**config.mk**
```make
export PLATFORM = sky130hd
export DESIGN_NAME = rtcm_frame_fragmenter
export DESIGN_NICKNAME = d
export VERILOG_FILES = /design/src/sv/rff_pkg.sv /design/src/sv/rtcm_frame_fragmenter.sv /design/src/sv/rff_ctrl.sv /design/src/sv/rff_dp.sv
export SDC_FILE = /design/constraint.sdc
export NUM_CORES = 1
export LEC_CHECK = 0
export ABC_AREA = 1
export ABC_CLOCK_PERIOD_IN_PS = 7600
export BUFFER_PORTS_ARGS = -buffer_cell sky130_fd_sc_hd__buf_4
export CAP_MARGIN = 20
export CORE_UTILIZATION = 40
export DETAILED_ROUTE_END_ITERATION = 8
export MAX_ROUTING_LAYER = met4
export PLACE_DENSITY = 0.69
export SYNTH_ARGS = -nofsm -noshare
export SYNTH_HDL_FRONTEND = slang
export SYNTH_SLANG_ARGS = --single-unit
export TNS_END_PERCENT = 5
```
**constraint.sdc**
```tcl
create_clock -name clk -period 7.6 [get_ports clk]
set_clock_uncertainty 0.1 [all_clocks]
set_input_delay 0 -clock clk [delete_from_list [all_inputs] [get_ports clk]]
set_output_delay 0 -clock clk [all_outputs]
set_load 0.1 [all_outputs]
```
**src/sv/rff_pkg.sv**
```systemverilog
// Shared types and constants of the correction-frame fragmenter.
// Used by rff_ctrl, rff_dp and the top level; depends on nothing.
`default_nettype none
package rff_pkg;

  localparam int FRAGMENT_BYTES      = 180;
  localparam int MAX_FRAGMENTS       = 4;
  localparam int MAX_ASSEMBLED_BYTES = 720;
  localparam int MAX_RESULTS         = 23;

  localparam int LEN_W  = 12;
  localparam int PLEN_W = 8;
  localparam int SEQ_W  = 8;
  localparam int FID_W  = 3;
  localparam int CNT_W  = $clog2(MAX_RESULTS);

  localparam int IN_TDATA_W  = 16;
  localparam int OUT_TDATA_W = 32;

  typedef enum logic [1:0] {
    ST_IDLE,
    ST_EMIT,
    ST_TERM
  } state_t;

  // Commands from the controller to the datapath
  typedef struct packed {
    logic load;       // take a new frame length
    logic push_data;  // emit one data descriptor
    logic push_term;  // emit the empty terminator
    logic last;       // descriptor being pushed closes the frame
  } ctrl_cmd_t;

  // Status from the datapath to the controller
  typedef struct packed {
    logic len_zero;   // offered frame is empty
    logic out_free;   // output register can take a descriptor
    logic data_last;  // current data descriptor is the frame's final one
    logic need_term;  // current data descriptor is final but a terminator follows
  } dp_status_t;

endpackage
`default_nettype wire

```
**src/sv/rtcm_frame_fragmenter.sv**
```systemverilog
// Top level of the correction-frame fragmenter: controller plus datapath.
// Depends on rff_pkg, rff_ctrl and rff_dp.
//
// Each accepted item is the byte length of one correction frame; the block
// answers with packet descriptors (flags, payload offset, payload length,
// tlast on the frame's final descriptor) for a DMA that moves the bytes.
// Frames of up to 180 bytes give one unfragmented packet, frames of up to
// 720 bytes give up to four fragments sharing one sequence number (plus an
// empty terminator on an exact multiple of 180 below four fragments), and
// longer frames give unfragmented chunks of up to 180 bytes, each numbered.
// An empty frame is taken and gives nothing. A non-empty frame is loaded,
// then the controller's emit loop gives one descriptor per cycle while the
// output is drained; a stall on the output holds the loop. in_tready is
// high only between frames.
`default_nettype none
module rtcm_frame_fragmenter (
  input  wire logic        clk,
  input  wire logic        rst_n,
  input  wire logic        in_tvalid,
  output logic             in_tready,
  input  wire logic [15:0] in_tdata,   // [11:0] frame_length, [15:12] zero
  output logic             out_tvalid,
  input  wire logic        out_tready,
  output logic [31:0]      out_tdata,  // [7:0] packet_flags, [19:8] payload_offset,
                                       // [27:20] payload_length, [31:28] zero
  output logic             out_tlast   // last_packet
);

  rff_pkg::ctrl_cmd_t  cmd;
  rff_pkg::dp_status_t st;

  logic [7:0]                  flags;
  logic [rff_pkg::LEN_W-1:0]   offset;
  logic [rff_pkg::PLEN_W-1:0]  plen;

  rff_ctrl u_ctrl (
    .clk      (clk),
    .rst_n    (rst_n),
    .in_valid (in_tvalid),
    .in_ready (in_tready),
    .st       (st),
    .cmd      (cmd)
  );

  rff_dp u_dp (
    .clk        (clk),
    .rst_n      (rst_n),
    .in_len     (in_tdata[rff_pkg::LEN_W-1:0]),
    .cmd        (cmd),
    .st         (st),
    .out_valid  (out_tvalid),
    .out_ready  (out_tready),
    .out_flags  (flags),
    .out_offset (offset),
    .out_plen   (plen),
    .out_last   (out_tlast)
  );

  assign out_tdata = {4'b0000, plen, offset, flags};

endmodule
`default_nettype wire

```
**src/sv/rff_ctrl.sv**
```systemverilog
// Controller of the fragmenter: sequences load, data and terminator pushes.
// Depends on rff_pkg for the state and command/status types.
`default_nettype none
module rff_ctrl (
  input  wire logic               clk,
  input  wire logic               rst_n,
  input  wire logic               in_valid,
  output logic                    in_ready,
  input  wire rff_pkg::dp_status_t st,
  output rff_pkg::ctrl_cmd_t      cmd
);

  rff_pkg::state_t state_r, state_nxt;

  always_ff @(posedge clk) begin
    if (!rst_n) begin
      state_r <= rff_pkg::ST_IDLE;
    end else begin
      state_r <= state_nxt;
    end
  end

  always_comb begin
    state_nxt = state_r;
    cmd       = '0;
    in_ready  = 1'b0;
    unique case (state_r)
      rff_pkg::ST_IDLE: begin
        in_ready = 1'b1;
        // an empty frame is consumed without output
        if (in_valid && !st.len_zero) begin
          cmd.load  = 1'b1;
          state_nxt = rff_pkg::ST_EMIT;
        end
      end
      rff_pkg::ST_EMIT: begin
        if (st.out_free) begin
          cmd.push_data = 1'b1;
          cmd.last      = st.data_last;
          if (st.data_last) begin
            state_nxt = rff_pkg::ST_IDLE;
          end else if (st.need_term) begin
            state_nxt = rff_pkg::ST_TERM;
          end
        end
      end
      rff_pkg::ST_TERM: begin
        if (st.out_free) begin
          cmd.push_term = 1'b1;
          cmd.last      = 1'b1;
          state_nxt     = rff_pkg::ST_IDLE;
        end
      end
      default: begin
        state_nxt = rff_pkg::ST_IDLE;
      end
    endcase
  end

endmodule
`default_nettype wire

```
**src/sv/rff_dp.sv**
```systemverilog
// Datapath of the fragmenter: frame registers, offset/length arithmetic,
// sequence counter and the output descriptor register. Depends on rff_pkg.
`default_nettype none
module rff_dp (
  input  wire logic                         clk,
  input  wire logic                         rst_n,
  input  wire logic [rff_pkg::LEN_W-1:0]    in_len,
  input  wire rff_pkg::ctrl_cmd_t           cmd,
  output rff_pkg::dp_status_t               st,
  output logic                              out_valid,
  input  wire logic                         out_ready,
  output logic [7:0]                        out_flags,
  output logic [rff_pkg::LEN_W-1:0]         out_offset,
  output logic [rff_pkg::PLEN_W-1:0]        out_plen,
  output logic                              out_last
);

  localparam logic [rff_pkg::LEN_W-1:0] STEP_C      = rff_pkg::LEN_W'(rff_pkg::FRAGMENT_BYTES);
  localparam logic [rff_pkg::LEN_W-1:0] ASM_MAX_C   = rff_pkg::LEN_W'(rff_pkg::MAX_ASSEMBLED_BYTES);
  localparam logic [rff_pkg::FID_W-1:0] MAX_FRAG_C  = rff_pkg::FID_W'(rff_pkg::MAX_FRAGMENTS);
  localparam logic [rff_pkg::CNT_W-1:0] CNT_LAST_C  = rff_pkg::CNT_W'(rff_pkg::MAX_RESULTS - 1);

  logic [rff_pkg::LEN_W-1:0]  len_r;
  logic [rff_pkg::LEN_W-1:0]  off_r;
  logic [rff_pkg::FID_W-1:0]  fid_r;
  logic [rff_pkg::CNT_W-1:0]  cnt_r;
  logic                       frag_r;
  logic [rff_pkg::SEQ_W-1:0]  seq_r;
  logic                       out_valid_r;
  logic [7:0]                 flags_r;
  logic [rff_pkg::LEN_W-1:0]  offset_r;
  logic [rff_pkg::PLEN_W-1:0] plen_r;
  logic                       last_r;

  logic [rff_pkg::LEN_W-1:0]  rem;
  logic [rff_pkg::LEN_W-1:0]  chunk;
  logic [rff_pkg::FID_W-1:0]  fid_nxt;
  logic                       at_limit;
  logic                       final_chunk;
  logic                       need_term;
  logic                       seq_inc;
  logic [7:0]                 flags_cur;

  assign rem         = len_r - off_r;
  assign chunk       = (rem < STEP_C) ? rem : STEP_C;
  assign fid_nxt     = fid_r + 1'b1;
  assign at_limit    = (cnt_r == CNT_LAST_C);
  assign final_chunk = (rem <= STEP_C);
  // an exact multiple ends on a full chunk; add a terminator if ids remain
  assign need_term   = frag_r && (rem == STEP_C) && (fid_nxt < MAX_FRAG_C) && !at_limit;

  assign st.len_zero  = (in_len == '0);
  assign st.out_free  = !out_valid_r || out_ready;
  assign st.data_last = (final_chunk && !need_term) || at_limit;
  assign st.need_term = need_term;

  always_comb begin
    flags_cur = {seq_r[4:0], 3'b000};
    if (frag_r) begin
      flags_cur[0]   = 1'b1;
      flags_cur[2:1] = cmd.push_term ? fid_r[1:0] : fid_r[1:0];
    end
  end

  // unfragmented chunks each take a number; a fragmented frame takes one at its end
  assign seq_inc = (cmd.push_data && (!frag_r || cmd.last)) || cmd.push_term;

  always_ff @(posedge clk) begin
    if (!rst_n) begin
      seq_r       <= '0;
      out_valid_r <= 1'b0;
    end else begin
      if (seq_inc) begin
        seq_r <= seq_r + 1'b1;
      end
      if (cmd.push_data || cmd.push_term) begin
        out_valid_r <= 1'b1;
      end else if (out_ready) begin
        out_valid_r <= 1'b0;
      end
    end
  end

  always_ff @(posedge clk) begin
    if (cmd.load) begin
      len_r  <= in_len;
      off_r  <= '0;
      fid_r  <= '0;
      cnt_r  <= '0;
      frag_r <= (in_len > STEP_C) && (in_len <= ASM_MAX_C);
    end else if (cmd.push_data) begin
      off_r <= off_r + chunk;
      fid_r <= fid_nxt;
      cnt_r <= cnt_r + 1'b1;
    end
    if (cmd.push_data) begin
      flags_r  <= flags_cur;
      offset_r <= off_r;
      plen_r   <= chunk[rff_pkg::PLEN_W-1:0];
      last_r   <= cmd.last;
    end else if (cmd.push_term) begin
      flags_r  <= flags_cur;
      offset_r <= len_r;
      plen_r   <= '0;
      last_r   <= 1'b1;
    end
  end

  assign out_valid  = out_valid_r;
  assign out_flags  = flags_r;
  assign out_offset = offset_r;
  assign out_plen   = plen_r;
  assign out_last   = last_r;

endmodule
`default_nettype wire

```
==> metrics list <==
- Core area: 0.0103 sq mm
- Max Cap Viol: 0
* Detailed-route wire length per cell: 12.3 um
- Maximum single-stage delay on the critical path: 0.46 ns
- Compound-gate portion of the synthesized area: 8.96%
- Counting tap cells, the placed design contains a total of 718 instances.
- Die outline height: 105 um
- Run status: complete, no violations
- In this design, the critical path's most frequently occurring cell is sky130_fd_sc_hd__nand2_1.
- RePlAce Congestion: 0.920
* Number of H-tree levels: 3
- Once the floorplan was initialized, standard cells occupied 41.2% of the core.
- The HPWL after detailed placement is 6920 um.
* Capturing element type of the critical path: flop
- Die area: 0.0110 sq mm
- At the pin with the least slew margin, the transition time is 0.989 ns.
- Clock net sink count: 70
- Share of cell area taken by muxes after synthesis: 0%
- Max Fclk: 0.227 GHz
- Yosys printed 0 warnings.
- Once the clock tree was built, the resizer swapped 0 gates to a different size.
- Via/cell ratio: 4.87
- Of the total synthesized cell area, the portion taken by full adders, half adders and majority gates is 9.22%.
* GRT Total Usage: 18.5%
- For this run, the detailed router's first-pass iteration total came to 6.
- Min-delay worst type: input pin to flop
* Number of pins exceeding their max-slew limit in the final report: 0
- The placed instances occupy a cell area of 0.00472 sq mm.
- Main combinational cell family by area after synthesis: simple AND/OR/NAND/NOR gates
- The finished cells cover 0.00503 sq mm.
- Summing over every cut layer, the via total after detailed routing is 3642.
- At the later pin of the worst-skew pair, clock insertion delay measures 0.35 ns.
- Total congestion overflow after global routing: 0
* Post-synthesis sequential element count: 70
- Unique masters post-synth: 37
- Detailed Route Iter0 Violations: 220
* Cell area after technology mapping: 0.00423 sq mm
- Share of the synthesized area in the top cell type: 29.8%
* Total wire length: 9190 um
- A synthesized cell averages 7.82 sq um.
* Final antenna diode count: 0
- After detailed routing, the number of remaining DRC violations is 0.
- After Yosys synthesis, and, or, nand and nor cells account for 25.8% of the synthesized area.
- Clock-pin slew reported for the worst setup and hold paths after clock tree synthesis: 0.08 ns
* Nets: 657
* Std cell rows: 37
- The count of buffers added on input and output ports is 46.
* Sum of negative setup slack: 0 ns
- Of all nets on the critical path, the largest fanout is 6.
- The first global-routing pass estimated 15700 um of wire.
- Cell type contributing the most total cell area after synthesis: sky130_fd_sc_hd__edfxtp_1
- For this design the top-level I/O count stands at 55.
- In this run the horizontal extent of the chip is 105 um.
- Post-DRT Antenna Nets: 0
- The critical path is of the flop to flop type.
* Cell type of the slowest stage on the worst timing path: sky130_fd_sc_hd__edfxtp_1
* Startpoint kind of the worst setup timing path: flop
- Relative to the synthesized area, the layout overhead comes to 18.9%.
- Longest Clk Path Bufs: 2
- Of the total synthesized cell area, the portion taken by XOR and XNOR cells is 3.10%.
- Largest net degree at the start of global routing: 35
* Cts bufs inserted: 9
* Final clock period utilization by the worst path: 58.0%
- The cell sitting at the root of the clock tree is a sky130_fd_sc_hd__clkbuf_8.
- Clock period minus worst slack: 4.41 ns
- TritonCTS clock tree: built
- For the worst setup path, the data arrival time is 4.55 ns.
- The number of antenna violations at the first check in global routing is 0.
- Setup violations remaining at the end of the flow were counted as 0.
* Hold WS: 0.182 ns
* Sequential cell area fraction in the yosys report: 43.0%
- Cell count after synthesis: 541
- Relative slew slack: 34.0%
- Setup repair after global routing left no endpoint under its margin.
* Top post-synthesis cells by area: sky130_fd_sc_hd__edfxtp_1 (30%), sky130_fd_sc_hd__nand2_1 (13%), sky130_fd_sc_hd__dfxtp_1 (13%)
- The number of global-route vias before repair is 3405.
- The finished layout holds 748 standard cells, fillers aside.
- Total count of hold-check failures in the final report: 0
- Data on the critical path is required at its endpoint by 7.74 ns.
* Fraction of layout cells with a size suffix above 1: 13.2%
registers in the layout, summed over array words and instances (netlist names), named ones only:
name and flops:
u_dp.len_r 12, u_dp.cnt_r 5, u_dp.out_last 1, u_dp.seq_r 5
u_dp.off_r 11, u_dp.out_offset 12, u_ctrl.state_r 2, u_dp.out_plen 8
u_dp.frag_r 1, u_dp.out_valid 1, u_dp.fid_r 3, u_dp.out_flags 8
routing by layer:
layer	GRT usage (%)	routed length (um)
met1	22.9	4300
met2	30.3	4240
met3	2.93	437
met4	7.14	205
met5	-	0
path summary, 6_finish.rpt:
kind,startpoint,slack [ns],end,cells past startpoint
setup reg to reg,u_dp.len_r[0]$_DFFE_PP_,3.19,u_dp.off_r[10]$_SDFFE_PP0P_,28
hold reg to reg,u_dp.seq_r[4]$_SDFFE_PN0P_,0.41,u_dp.out_flags[7]$_DFFE_PP_,0
setup / recovery,u_dp.len_r[0]$_DFFE_PP_,3.19,u_dp.off_r[10]$_SDFFE_PP0P_,28
hold / removal,in_tvalid,0.18,u_ctrl.state_r[1]$_SDFFE_PN0P_,5
per-stage QoR:
step,util [%],worst slack [ns]
2_1_floorplan,-,3.94
3_3_place_gp,45.9,3.41
3_5_place_dp,45.9,3.31
4_1_cts,49.0,3.27
5_1_grt,49.0,2.82
6_report,49.0,3.19
worst max-delay path: cells and delay by family, from the launching register on:
family	cells	cell delay (ns)
AND/OR/NAND/NOR	13	1.31
flip-flops	1	0.46
buffers and inverters	5	0.46
AO/OA/AOI/OAI	6	0.84
adder cells (fa/ha/maj)	3	0.96
XOR/XNOR	1	0.16
Yosys cell counts:
library cell and number:
sky130_fd_sc_hd__dfxtp_1 28, sky130_fd_sc_hd__nor2_4 1, sky130_fd_sc_hd__nand3_1 40, sky130_fd_sc_hd__o2111ai_1 1, sky130_fd_sc_hd__conb_1 1, sky130_fd_sc_hd__nor3_1 2
sky130_fd_sc_hd__clkbuf_1 8, sky130_fd_sc_hd__inv_1 90, sky130_fd_sc_hd__nor3b_1 1, sky130_fd_sc_hd__a21oi_1 27, sky130_fd_sc_hd__or2_1 1, sky130_fd_sc_hd__o21bai_1 3
sky130_fd_sc_hd__nand2_2 3, sky130_fd_sc_hd__ha_1 28, sky130_fd_sc_hd__inv_2 2, sky130_fd_sc_hd__nand3_2 1, sky130_fd_sc_hd__nor2_1 33, sky130_fd_sc_hd__a21oi_2 1
sky130_fd_sc_hd__fa_1 2, sky130_fd_sc_hd__o211ai_1 2, sky130_fd_sc_hd__a31oi_1 2, sky130_fd_sc_hd__o21ai_0 28, sky130_fd_sc_hd__nand2_1 151, sky130_fd_sc_hd__a31o_2 1
sky130_fd_sc_hd__nor3_4 1, sky130_fd_sc_hd__o21ai_1 2, sky130_fd_sc_hd__nand4_1 8, sky130_fd_sc_hd__xor2_1 10, sky130_fd_sc_hd__nand2_4 3, sky130_fd_sc_hd__xnor2_1 5
sky130_fd_sc_hd__buf_4 5, sky130_fd_sc_hd__nor4_1 1, sky130_fd_sc_hd__or2_2 2, sky130_fd_sc_hd__edfxtp_1 42, sky130_fd_sc_hd__a221oi_1 2, sky130_fd_sc_hd__nor2_2 2
sky130_fd_sc_hd__nand3b_1 1
final cells by class:
type / instances / area [sq um]
clock inverter: 7 / 48.8
sequential: 70 / 1820
clock buffer: 9 / 124
tap: 136 / 170
inverter: 92 / 345
timing repair buffer: 62 / 500
fill: 996 / 5250
multi-input combinational: 372 / 2020
kinds of logic after synthesis:
kind of cell,after synthesis
compound gates,69
xor+xnor,15
fa+ha+maj,30
buf+inv,105
flops,70
other cells,1
simple gates,251
placed cells by master (no fill, tap or decap), drive strengths merged, types with 3 or more instances in the layout:
| cell | count |
|---|---|
| xnor2 | 5 |
| or2 | 3 |
| dfxtp | 28 |
| clkbuf | 9 |
| a21oi | 28 |
| inv | 93 |
| o21bai | 3 |
| clkinv | 5 |
| nor2 | 36 |
| nor3 | 3 |
| xor2 | 10 |
| o21ai | 30 |
| ha | 28 |
| nand4 | 8 |
| nand3 | 41 |
| dlygate4sd3 | 14 |
| conb | 7 |
| buf | 48 |
| nand2 | 157 |
| edfxtp | 42 |
what timing repair did:
| item | CTS | global route |
|---|---|---|
| endpoints found under the hold margin | 21 | 0 |
| hold buffers | 14 | 0 |
| buffers inserted | 0 | 0 |
Power is left out: the tool's default activity adds up to more than one toggle a clock period on the data nets, which glitch-free logic cannot reach.
